--- config.mk ---
export PLATFORM = sky130hd
export DESIGN_NAME = soft_chroma_key_alpha_unit
export DESIGN_NICKNAME = d
export VERILOG_FILES = /design/src/sv/scka_pkg.sv /design/src/sv/soft_chroma_key_alpha_unit.sv /design/src/sv/scka_alu.sv /design/src/sv/scka_regs.sv
export SDC_FILE = /design/constraint.sdc
export NUM_CORES = 1
export LEC_CHECK = 0
export ABC_AREA = 1
export ABC_CLOCK_PERIOD_IN_PS = 8790
export BUFFER_PORTS_ARGS = -buffer_cell sky130_fd_sc_hd__buf_2
export CAP_MARGIN = 20
export CORE_UTILIZATION = 47
export DETAILED_ROUTE_END_ITERATION = 16
export HOLD_SLACK_MARGIN = 0.02
export PLACE_DENSITY = 0.61
export SLEW_MARGIN = 5
export SYNTH_ARGS = -nofsm -noshare
export SYNTH_HDL_FRONTEND = slang
export SYNTH_SLANG_ARGS = --single-unit
export TNS_END_PERCENT = 50
--- constraint.sdc ---
create_clock -name clk -period 8.79 [get_ports clk]
set_input_delay 1.758 -clock clk [delete_from_list [all_inputs] [get_ports clk]]
set_output_delay 1.758 -clock clk [all_outputs]
set_load 0.02 [all_outputs]
--- src/sv/scka_pkg.sv ---
`timescale 1ns / 1ps
// shared types, constants and register codes for the soft chroma key alpha block
package scka_pkg;

  // rows the frame may have; default crop row sits past every row
  localparam int MaxRowsDef = 16384;

  // field widths
  localparam int ColorW  = 8;
  localparam int RowW    = 14;
  localparam int KeyW    = 9;
  localparam int CropW   = 15;
  localparam int SumW    = 10;
  localparam int CountW  = 3;
  localparam int CfgIdxW = 2;
  localparam int CfgDataW = 15;

  // datapath widths
  localparam int AluW   = 31;
  localparam int DistW  = 15;
  localparam int ProdW  = 20;
  localparam int StepW  = 4;

  // configuration register indexes
  localparam logic [CfgIdxW-1:0] RegKeyLow  = 2'd0;
  localparam logic [CfgIdxW-1:0] RegKeyHigh = 2'd1;
  localparam logic [CfgIdxW-1:0] RegCrop    = 2'd2;

  // configuration reset values
  localparam logic [KeyW-1:0] KeyLowRst  = 9'd50;
  localparam logic [KeyW-1:0] KeyHighRst = 9'd85;

  // corner samples per background estimate
  localparam logic [CountW-1:0] CornerMax = 3'd4;

  // shared unit operation
  typedef enum logic {
    ALU_ADD,
    ALU_SUB
  } alu_op_t;

  // configuration register set
  typedef struct packed {
    logic [KeyW-1:0]  key_low;
    logic [KeyW-1:0]  key_high;
    logic [CropW-1:0] crop_start_row;
  } cfg_t;

endpackage

--- src/sv/soft_chroma_key_alpha_unit.sv ---
`timescale 1ns / 1ps
// Soft chroma key alpha: corner words build the background, pixel words get an alpha.
// Corner word: no result word; in_ready stays high, as the sequencer stays idle.
// Pixel word: squares, square root and threshold check, plus ramp setup and divide when
// needed (16 square root steps and 8 divide steps on the one shared add/sub unit).
// Words are not overlapped: in_ready is high only while the sequencer is idle.
// Synchronous active-low reset clears background sums and count, restores key registers.
module soft_chroma_key_alpha_unit #(
  parameter int MAX_ROWS = scka_pkg::MaxRowsDef
) (
  input  logic                             clk,
  input  logic                             rst_n,
  // configuration
  input  logic                             cfg_valid,
  output logic                             cfg_ready,
  input  logic [scka_pkg::CfgIdxW-1:0]     cfg_index,
  input  logic [scka_pkg::CfgDataW-1:0]    cfg_data,
  // input words
  input  logic                             in_valid,
  output logic                             in_ready,
  input  logic                             in_mode,
  input  logic [scka_pkg::ColorW-1:0]      in_red,
  input  logic [scka_pkg::ColorW-1:0]      in_green,
  input  logic [scka_pkg::ColorW-1:0]      in_blue,
  input  logic [scka_pkg::RowW-1:0]        in_row,
  // result words
  output logic                             out_valid,
  input  logic                             out_ready,
  output logic [scka_pkg::ColorW-1:0]      out_red,
  output logic [scka_pkg::ColorW-1:0]      out_green,
  output logic [scka_pkg::ColorW-1:0]      out_blue,
  output logic [scka_pkg::ColorW-1:0]      out_alpha
);
  import scka_pkg::*;

  typedef enum logic [3:0] {
    S_IDLE,
    S_SQ,
    S_SQRT,
    S_CHECK,
    S_DEN,
    S_X,
    S_M510,
    S_ADD,
    S_DIV,
    S_DONE
  } state_t;

  cfg_t cfg;

  // control state
  state_t             state_r, state_nxt;
  logic [StepW-1:0]   step_r, step_nxt;
  logic               out_valid_r, out_valid_nxt;
  logic [SumW-1:0]    sum_red_r, sum_red_nxt;
  logic [SumW-1:0]    sum_green_r, sum_green_nxt;
  logic [SumW-1:0]    sum_blue_r, sum_blue_nxt;
  logic [CountW-1:0]  corner_cnt_r, corner_cnt_nxt;

  // payload
  logic [ColorW-1:0]  pix_red_r, pix_red_nxt;
  logic [ColorW-1:0]  pix_green_r, pix_green_nxt;
  logic [ColorW-1:0]  pix_blue_r, pix_blue_nxt;
  logic [RowW-1:0]    pix_row_r, pix_row_nxt;
  logic [ProdW-1:0]   prod_r, prod_nxt;
  logic [AluW-1:0]    acc_r, acc_nxt;
  logic [AluW-1:0]    root_r, root_nxt;
  logic [DistW-1:0]   den_r, den_nxt;
  logic [ColorW-1:0]  alpha_r, alpha_nxt;
  logic [ColorW-1:0]  o_red_r, o_red_nxt;
  logic [ColorW-1:0]  o_green_r, o_green_nxt;
  logic [ColorW-1:0]  o_blue_r, o_blue_nxt;
  logic [ColorW-1:0]  o_alpha_r, o_alpha_nxt;

  // shared unit
  alu_op_t            alu_op;
  logic [AluW-1:0]    alu_a, alu_b, alu_res;
  logic               alu_ge;

  // helpers
  logic               in_fire;
  logic [ColorW-1:0]  chan_c;
  logic [SumW-1:0]    chan_sum, chan_x4, chan_diff;
  logic [AluW-1:0]    sqrt_bit;
  logic [DistW-1:0]   dist_val, lo_d, hi_d;

  scka_regs #(
    .MAX_ROWS (MAX_ROWS)
  ) u_regs (
    .clk       (clk),
    .rst_n     (rst_n),
    .cfg_valid (cfg_valid),
    .cfg_ready (cfg_ready),
    .cfg_index (cfg_index),
    .cfg_data  (cfg_data),
    .cfg       (cfg)
  );

  scka_alu u_alu (
    .op  (alu_op),
    .a   (alu_a),
    .b   (alu_b),
    .res (alu_res),
    .ge  (alu_ge)
  );

  assign in_ready  = (state_r == S_IDLE);
  assign in_fire   = in_valid && in_ready;
  assign out_valid = out_valid_r;
  assign out_red   = o_red_r;
  assign out_green = o_green_r;
  assign out_blue  = o_blue_r;
  assign out_alpha = o_alpha_r;

  // channel picked by the square step: quarter-unit absolute difference
  always_comb begin
    case (step_r[1:0])
      2'd0:    begin chan_c = pix_red_r;   chan_sum = sum_red_r;   end
      2'd1:    begin chan_c = pix_green_r; chan_sum = sum_green_r; end
      default: begin chan_c = pix_blue_r;  chan_sum = sum_blue_r;  end
    endcase
    chan_x4   = {chan_c, 2'b00};
    chan_diff = (chan_x4 >= chan_sum) ? (chan_x4 - chan_sum) : (chan_sum - chan_x4);
  end

  // distance and ramp ends in 1/64 units
  assign sqrt_bit = AluW'(1) << {step_r, 1'b0};
  assign dist_val = root_r[DistW-1:0];
  assign lo_d     = {cfg.key_low, 6'b000000};
  assign hi_d     = {cfg.key_high, 6'b000000};

  // sequencer
  always_comb begin
    state_nxt      = state_r;
    step_nxt       = step_r;
    out_valid_nxt  = out_valid_r;
    sum_red_nxt    = sum_red_r;
    sum_green_nxt  = sum_green_r;
    sum_blue_nxt   = sum_blue_r;
    corner_cnt_nxt = corner_cnt_r;
    pix_red_nxt    = pix_red_r;
    pix_green_nxt  = pix_green_r;
    pix_blue_nxt   = pix_blue_r;
    pix_row_nxt    = pix_row_r;
    prod_nxt       = prod_r;
    acc_nxt        = acc_r;
    root_nxt       = root_r;
    den_nxt        = den_r;
    alpha_nxt      = alpha_r;
    o_red_nxt      = o_red_r;
    o_green_nxt    = o_green_r;
    o_blue_nxt     = o_blue_r;
    o_alpha_nxt    = o_alpha_r;
    alu_op         = ALU_ADD;
    alu_a          = acc_r;
    alu_b          = {{(AluW-ProdW){1'b0}}, prod_r};

    // result register drains independently
    if (out_valid_r && out_ready) begin
      out_valid_nxt = 1'b0;
    end

    case (state_r)
      S_IDLE: begin
        if (in_fire) begin
          if (!in_mode) begin
            // corner sample: add to sum, or restart after a full set
            if (corner_cnt_r >= CornerMax) begin
              sum_red_nxt    = {2'b00, in_red};
              sum_green_nxt  = {2'b00, in_green};
              sum_blue_nxt   = {2'b00, in_blue};
              corner_cnt_nxt = 3'd1;
            end else begin
              sum_red_nxt    = sum_red_r + {2'b00, in_red};
              sum_green_nxt  = sum_green_r + {2'b00, in_green};
              sum_blue_nxt   = sum_blue_r + {2'b00, in_blue};
              corner_cnt_nxt = corner_cnt_r + 3'd1;
            end
          end else begin
            pix_red_nxt   = in_red;
            pix_green_nxt = in_green;
            pix_blue_nxt  = in_blue;
            pix_row_nxt   = in_row;
            acc_nxt       = '0;
            step_nxt      = '0;
            state_nxt     = S_SQ;
          end
        end
      end

      S_SQ: begin
        // square one channel, accumulate the previous one
        prod_nxt = ProdW'(chan_diff * chan_diff);
        if (step_r != '0) begin
          acc_nxt = alu_res;
        end
        if (step_r == StepW'(3)) begin
          acc_nxt   = {alu_res[AluW-9:0], 8'h00};
          root_nxt  = '0;
          step_nxt  = StepW'(15);
          state_nxt = S_SQRT;
        end else begin
          step_nxt = step_r + StepW'(1);
        end
      end

      S_SQRT: begin
        // one digit of the square root; partial root never overlaps the trial bit
        alu_op = ALU_SUB;
        alu_b  = root_r | sqrt_bit;
        if (alu_ge) begin
          acc_nxt  = alu_res;
          root_nxt = (root_r >> 1) | sqrt_bit;
        end else begin
          root_nxt = root_r >> 1;
        end
        if (step_r == '0) begin
          state_nxt = S_CHECK;
        end else begin
          step_nxt = step_r - StepW'(1);
        end
      end

      S_CHECK: begin
        // hard threshold and the two flat ends of the ramp
        if (cfg.key_high <= cfg.key_low) begin
          alpha_nxt = (dist_val > lo_d) ? 8'hFF : 8'h00;
          state_nxt = S_DONE;
        end else if (dist_val <= lo_d) begin
          alpha_nxt = 8'h00;
          state_nxt = S_DONE;
        end else if (dist_val >= hi_d) begin
          alpha_nxt = 8'hFF;
          state_nxt = S_DONE;
        end else begin
          state_nxt = S_DEN;
        end
      end

      S_DEN: begin
        // ramp width
        alu_op    = ALU_SUB;
        alu_a     = {{(AluW-DistW){1'b0}}, hi_d};
        alu_b     = {{(AluW-DistW){1'b0}}, lo_d};
        den_nxt   = alu_res[DistW-1:0];
        state_nxt = S_X;
      end

      S_X: begin
        // offset into the ramp
        alu_op    = ALU_SUB;
        alu_a     = {{(AluW-DistW){1'b0}}, dist_val};
        alu_b     = {{(AluW-DistW){1'b0}}, lo_d};
        acc_nxt   = alu_res;
        state_nxt = S_M510;
      end

      S_M510: begin
        // times 510 as x*512 - x*2
        alu_op    = ALU_SUB;
        alu_a     = {acc_r[AluW-10:0], 9'd0};
        alu_b     = {acc_r[AluW-2:0], 1'b0};
        acc_nxt   = alu_res;
        state_nxt = S_ADD;
      end

      S_ADD: begin
        // half-up rounding term
        alu_op    = ALU_ADD;
        alu_b     = {{(AluW-DistW){1'b0}}, den_r};
        acc_nxt   = alu_res;
        alpha_nxt = '0;
        step_nxt  = StepW'(7);
        state_nxt = S_DIV;
      end

      S_DIV: begin
        // restoring divide by twice the width, one quotient bit per cycle
        alu_op = ALU_SUB;
        alu_b  = {{(AluW-DistW-1){1'b0}}, den_r, 1'b0} << step_r[2:0];
        if (alu_ge) begin
          acc_nxt = alu_res;
        end
        alpha_nxt[step_r[2:0]] = alu_ge;
        if (step_r == '0) begin
          state_nxt = S_DONE;
        end else begin
          step_nxt = step_r - StepW'(1);
        end
      end

      S_DONE: begin
        // hand the word over once the result register is free
        if (!out_valid_r || out_ready) begin
          o_red_nxt     = pix_red_r;
          o_green_nxt   = pix_green_r;
          o_blue_nxt    = pix_blue_r;
          o_alpha_nxt   = ({1'b0, pix_row_r} >= cfg.crop_start_row) ? 8'h00 : alpha_r;
          out_valid_nxt = 1'b1;
          state_nxt     = S_IDLE;
        end
      end

      default: begin
        state_nxt = S_IDLE;
      end
    endcase
  end

  always_ff @(posedge clk) begin
    if (!rst_n) begin
      state_r      <= S_IDLE;
      step_r       <= '0;
      out_valid_r  <= 1'b0;
      sum_red_r    <= '0;
      sum_green_r  <= '0;
      sum_blue_r   <= '0;
      corner_cnt_r <= '0;
    end else begin
      state_r      <= state_nxt;
      step_r       <= step_nxt;
      out_valid_r  <= out_valid_nxt;
      sum_red_r    <= sum_red_nxt;
      sum_green_r  <= sum_green_nxt;
      sum_blue_r   <= sum_blue_nxt;
      corner_cnt_r <= corner_cnt_nxt;
    end
    pix_red_r   <= pix_red_nxt;
    pix_green_r <= pix_green_nxt;
    pix_blue_r  <= pix_blue_nxt;
    pix_row_r   <= pix_row_nxt;
    prod_r      <= prod_nxt;
    acc_r       <= acc_nxt;
    root_r      <= root_nxt;
    den_r       <= den_nxt;
    alpha_r     <= alpha_nxt;
    o_red_r     <= o_red_nxt;
    o_green_r   <= o_green_nxt;
    o_blue_r    <= o_blue_nxt;
    o_alpha_r   <= o_alpha_nxt;
  end

endmodule

--- src/sv/scka_alu.sv ---
`timescale 1ns / 1ps
// shared add / subtract unit with unsigned compare flag
module scka_alu (
  input  scka_pkg::alu_op_t              op,
  input  logic [scka_pkg::AluW-1:0]      a,
  input  logic [scka_pkg::AluW-1:0]      b,
  output logic [scka_pkg::AluW-1:0]      res,
  output logic                           ge
);
  import scka_pkg::*;

  logic [AluW:0]   sum;
  logic [AluW-1:0] b_inv;

  // a + b, or a + ~b + 1 for subtract; carry out means a >= b
  always_comb begin
    b_inv = (op == ALU_SUB) ? ~b : b;
    sum   = {1'b0, a} + {1'b0, b_inv} + {{AluW{1'b0}}, (op == ALU_SUB)};
    res   = sum[AluW-1:0];
    ge    = sum[AluW];
  end

endmodule

--- src/sv/scka_regs.sv ---
`timescale 1ns / 1ps
// configuration registers: key thresholds and crop row
module scka_regs #(
  parameter int MAX_ROWS = scka_pkg::MaxRowsDef
) (
  input  logic                             clk,
  input  logic                             rst_n,
  input  logic                             cfg_valid,
  output logic                             cfg_ready,
  input  logic [scka_pkg::CfgIdxW-1:0]     cfg_index,
  input  logic [scka_pkg::CfgDataW-1:0]    cfg_data,
  output scka_pkg::cfg_t                   cfg
);
  import scka_pkg::*;

  localparam logic [CropW-1:0] CropRst = CropW'(MAX_ROWS);

  cfg_t cfg_r;
  cfg_t cfg_nxt;

  assign cfg_ready = 1'b1;
  assign cfg         = cfg_r;

  // register write decode; unknown indexes are dropped
  always_comb begin
    cfg_nxt = cfg_r;
    if (cfg_valid) begin
      case (cfg_index)
        RegKeyLow:  cfg_nxt.key_low        = cfg_data[KeyW-1:0];
        RegKeyHigh: cfg_nxt.key_high       = cfg_data[KeyW-1:0];
        RegCrop:    cfg_nxt.crop_start_row = cfg_data[CropW-1:0];
        default:    cfg_nxt = cfg_r;
      endcase
    end
  end

  always_ff @(posedge clk) begin
    if (!rst_n) begin
      cfg_r.key_low        <= KeyLowRst;
      cfg_r.key_high       <= KeyHighRst;
      cfg_r.crop_start_row <= CropRst;
    end else begin
      cfg_r <= cfg_nxt;
    end
  end

endmodule
After elaboration in Yosys (flattened, before gate mapping)
Cells that the tools add are included. W data, S select, Z words.

Register bits after elaboration: 250. Latch bits: 0. RAM bits: 0. Memory bits (read-only): 0. Bits of input ports: 61. Output and inout bits: 35. Word-level logic and storage cells: 147. Memories: 0.

Add/subtract/negate cells: 10. Multipliers: 1. Divide/modulo/power cells: 0. $lt $le $gt $ge: 9. Equal/unequal tests: 23. Shifts and indexed selects: 2. Mux-type cells: 46. Bitwise logic cells: 4. Reductions and logical operators: 29.

Operators by type and width (count): $mux W31 (8); $pmux W31 S5 (1); $pmux W31 S4 (1); $pmux W31 S3 (1); $pmux W31 S2 (1); $mux W4 (13); $mux W10 (4); $pmux W4 S10 (1); $add A31 B31 Y32 (1); $add A32 B1 Y32 (1); $mux W8 (4); $not A31 Y31 (1); $or A30 B31 Y31 (1); $or A31 B31 Y31 (1); $shl A1 B5 Y31 const A (1); $shl A16 B3 Y31 (1); $add A10 B8 Y10 (3); $pmux W8 S3 (1); $mul A10 B10 Y20 (1); $pmux W10 S2 (1); $sub A10 B10 Y10 (2); $eq A4 B3 Y1 const B (4); $pmux W4 S4 (1); $pmux W8 S2 (1); other kinds (42) (69).

Depth between registers and ports, before layout
Word-level depth: 10. Mapped depth: 41. Gate-level depth less buffers: 38.

By module
Synthesis repeated with hierarchy kept, for this count alone.

Cells, all modules: 2585. Area, all modules: 19846.5 um^2.

Modules (own cells, without submodules): soft_chroma_key_alpha_unit (instances 1, cells each 1849, area an instance 15717.6 um^2, seq. area each 6065.8 um^2); scka_alu (instances 1, cells each 535, area an instance 2760.1 um^2, seq. area each 0.0 um^2); scka_regs (instances 1, cells each 201, area an instance 1368.8 um^2, seq. area each 660.6 um^2).

Worst setup path after synthesis
OpenSTA, ideal clock, no wires.

Kind: register to register. From: register step_r[0]. To: register prod_r[14], data pin. Library setup time: 0.252 ns. Arrival: 7.389 ns. Required time: 8.538 ns. Setup slack: 1.149 ns. Cell stages (with the launch flop): 38. Clock period less this slack: 7.641 ns. Cell sequence: dfxtp_1 clkinv_1 ha_1 buf_2 nor2_2 clkbuf_1 a21oi_1 ha_1 buf_2 nand2_1 nor2_1 nand3_1 nand3_2 inv_2 or2_2 xor2_1 inv_1 nand2_1 [... 2 more ...] inv_1 ha_1 fa_1 inv_1 fa_1 inv_1 ha_1 nand2_1 inv_1 a21oi_1 o21bai_1 a21oi_1 o21ai_0 nand2_1 inv_1 nand2_1 a21o_1 nand2_1.

Longest elaborated chain between the ends: 5. Elaborated cells between the ends (all ways): 9. Those cells by class: add/sub (2); mul (1); order compare (1); eq/ne (1); mux (3); reduce/logical (1).

Ends and longest elaborated chain: from (decl) (RTL line soft_chroma_key_alpha_unit.sv:53) `logic [StepW-1:0] step_r, step_nxt;`; from (signal assigned) (RTL line soft_chroma_key_alpha_unit.sv:321) `step_r <= step_nxt;`; $eq A2 B1 Y1 or $logic_not A2 Y1 (tied branches) (RTL line soft_chroma_key_alpha_unit.sv:117) `case (step_r[1:0])`; $pmux W10 S2 or $pmux W8 S2 (tied branches) (RTL line soft_chroma_key_alpha_unit.sv:117); $sub A10 B10 Y10 or $ge A10 B10 Y1 (tied branches) (RTL line soft_chroma_key_alpha_unit.sv:123) `chan_diff = (chan_x4 >= chan_sum) ? (chan_x4 - chan_sum) : (chan_sum - chan_x4);`; $mux W10 (*) (RTL line soft_chroma_key_alpha_unit.sv:123); $mul A10 B10 Y20 (*) (RTL line soft_chroma_key_alpha_unit.sv:193) `prod_nxt = ProdW'(chan_diff * chan_diff);`; to (signal assigned) (RTL line soft_chroma_key_alpha_unit.sv:332) `prod_r <= prod_nxt;`; to (decl) (RTL line soft_chroma_key_alpha_unit.sv:65) `logic [ProdW-1:0] prod_r, prod_nxt;`.

Every way passes the cells marked *; elsewhere a longest branch is shown, timed or not. A chain may end at the register's enable or synchronous reset.

Final worst setup path
Ends and elaborated chain as after synthesis.

==> flow_metrics.py <==
metrics = {
    "worst_setup_path": {
        "reg2regPathDepth": 37,
        "r2r_slack_ps": 840,
        "critical_path.max_fanout": 17,
        "cp_slowest_cell": "fa_1",
        "critPathBufInv": 10,
        "r2r-start": "step_r[0]",
        "cpMostUsedCell": "inv_1",
        "cp.required_ps": 9120,
        "end_kind": "flop",
        "r2r-end": "prod_r[14]",
        "cp-start-kind": "flop",
        "path_depth": 37,
        "critPathTopFamily": "adder cells",
        "worst_path_largest_cell_delay_ps": 550,
        "cp.arrival_ps": 8280,
        "worstSetupPathType": "flop to flop",
    },
    "timing": {
        "setup_tns_ps": 0,
        "period_minus_slack_ps": 7948,
        "relSlewSlack_pct": 31.16,
        "clock_skew_ps": 8.410,
        "setup_viol": 0,
        "tightest_slew_ps": 1016,
        "drv_slew": 0,
        "whs_ps": 454.2,
        "hold_violations": 0,
        "max_freq_mhz": 125.8,
        "finalCritPeriodShare_pct": 90.42,
        "rsz0062_at_grt": "false",
    },
    "cts": {
        "cts_root_buf": "clkbuf_16",
        "cts_max_level": 1,
        "clockBufferDepth": 3,
        "clock_latency_ps": 580,
        "cts.sinks": 249,
        "cts.clk_slew.worst_paths_ps": 60,
        "numCtsBuffers": 29,
        "postCtsSetupRepairBufs": 0,
        "cts_tree": "done",
    },
    "logic_synthesis": {
        "yosysMostFrequentCell": "nand2_1",
        "yosysWarnings": 0,
        "synthArstFlopShare_pct": 0,
        "yosys-top-cells-area": "edfxtp_1 (28%), ha_1 (11%), nand2_1 (8.5%), dfxtp_1 (8.0%), inv_1 (6.4%)",
        "post-synth-top-area-fraction_pct": 27.74,
        "yosys-top-cells-count": "nand2_1 (429), inv_1 (321), nor2_1 (213), a21oi_1 (189), edfxtp_1 (174)",
        "yosysTopAreaCell": "edfxtp_1",
        "synth_enable_flop_cells": 174,
        "synth_seq_cells": 249,
        "syn_inst": 2320,
        "synth_seq_area_share_pct": 35.71,
        "ys.flop_type": "edfxtp_1",
        "synth_area_sq_um": 18840,
        "yosysUniqueCellTypes": 60,
        "syn_avg_cell_area_sq_um": 8.119,
        "synthesis.nets": 2603,
    },
    "floorplan": {
        "dieArea_sq_um": 40880,
        "die_w_um": 202.2,
        "die_h_um": 202.2,
        "floorplan.rows": 72,
        "core_area_sq_um": 39100,
        "pin_count": 96,
        "start_util_pct": 48.18,
    },
    "global_routing": {
        "grt_usage_pct": 27.46,
        "antenna_found_initial": 0,
        "grt_pass1_wl_um": 89000,
        "grt_max_degree": 44,
        "grt_pass1_vias": 16250,
        "overflow": 0,
    },
    "routing": {
        "dr.pass1.iters": 5,
        "highest_layer": "met4",
        "postRouteAntennaNets": 0,
        "drt_iter0_drc": 1562,
        "wl_met3_um": 3771,
        "drt-total-wl_um": 56090,
        "met2_wirelength_um": 26350,
        "wl_met1_um": 24470,
        "avgRoutedWirePerCell_um": 19.07,
        "drc_errors": 0,
        "vias": 16610,
        "via_per_inst": 5.644,
    },
    "outcome": {
        "status": "finished clean",
    },
    "placed_design": {
        "place_congestion": 1.002,
        "hpwl_um": 43930,
        "io_buffer_count": 94,
    },
    "job": {
        "maxCapViolCount": 0,
    },
    "layout": {
        "drive_gt1_share_pct": 9.860,
        "fin_nets": 2684,
        "syn2layout_area_growth_pct": 10.69,
        "n_antenna_cell": 0,
    },
    "hold_path": {
        "min_from": "sum_green_r[8]",
        "hold_depth": 1,
        "hold_path_end": "sum_green_r[8]",
        "hp-class": "flop to flop",
    },
}
worst max-delay path by stage:
stage | slack (ps) | to | from
2_1_floorplan | 1150 | prod_r[14] | step_r[0]
3_3_place_gp | 760 | prod_r[14] | step_r[0]
3_5_place_dp | 450 | prod_r[14] | step_r[1]
4_1_cts | 410 | prod_r[14] | step_r[1]
5_1_grt | 120 | prod_r[14] | step_r[1]
6_report | 840 | prod_r[14] | step_r[0]
sequential cells by signal, summed over array words and instances (netlist names), 10 cells and up:
| signal | cells |
|---|---|
| acc_r | 31 |
| prod_r | 19 |
| root_r | 31 |
| sum_blue_r | 10 |
| sum_red_r | 10 |
| den_r | 15 |
| u_regs.cfg | 33 |
| sum_green_r | 10 |
| pix_row_r | 14 |
routing by layer:
layer / vias up / track usage (%)
met5: - / 0
met4: 0 / 7.760
li1: 8044 / -
met1: 7869 / 36.87
met3: 102 / 3.305
met2: 590 / 46.53
repair_timing:
action	4_1_cts	5_1_grt
endpoints found under the setup margin	0	6
hold buffers	0	0
resized for setup	0	4
cell type report:
cell class / instances / area (sq um)
flip-flops and latches: 249 / 6726
well taps: 518 / 648.1
repair buffers: 112 / 618.1
multi-input cells: 1667 / 10590
fillers: 3708 / 18250
inverters: 342 / 1284
clock inverters: 12 / 131.4
clock buffers: 42 / 854.6
logic make-up (layout without fill, tap and decap cells):
| logic type | after synthesis | count (layout) | share of synthesized area (%) |
|---|---|---|---|
| AOI/OAI and AO/OA | 536 | 536 | 16.52 |
| xor gates and xnor gates | 68 | 68 | 3.242 |
| adders and majority gates | 222 | 222 | 16.86 |
| buffers and inverters | 404 | 508 | 8.264 |
| DFF | 249 | 249 | 35.71 |
| muxes | 3 | 3 | 0.1594 |
| other | 1 | 1 | 0.01991 |
| and+or+nand+nor | 837 | 837 | 19.22 |
stage by stage:
stage                     utilization [%]  cells  cell area, sq um  setup slack [ps]
after floorplan                         -   2320             18840              1149
final                               53.33   2942             20850             841.7
after detailed placement            50.76   2888             19850             453.4
after global placement              50.71   2887             19830             762.4
after CTS                           53.28   2942             20830             407.5
after global routing                53.33   2942             20850             118.2
placed cells by master, fill, tap and decap left out, types with 9 or more instances in the layout:
cell type,synthesis,final
a211oi_1,15,15
a21oi_1,189,189
a221oi_1,15,15
a22o_1,12,12
a31oi_1,21,21
buf_2,16,94
buf_4,1,17
clkbuf_16,0,29
dfxtp_1,75,75
edfxtp_1,174,174
fa_1,53,53
ha_1,169,167
inv_1,321,321
inv_2,17,17
nand2_1,429,429
nand3_1,81,81
nand3_2,15,15
nand3b_1,10,10
nand4_1,15,15
nor2_1,213,210
nor2_4,6,9
nor3_1,34,34
o211ai_1,13,13
o21ai_0,173,173
o21ai_1,11,11
o22ai_1,33,33
xnor2_1,17,17
xor2_1,49,48
Power is left out: the tool's default activity adds up to more than one toggle a clock period on the data nets, which glitch-free logic cannot reach.
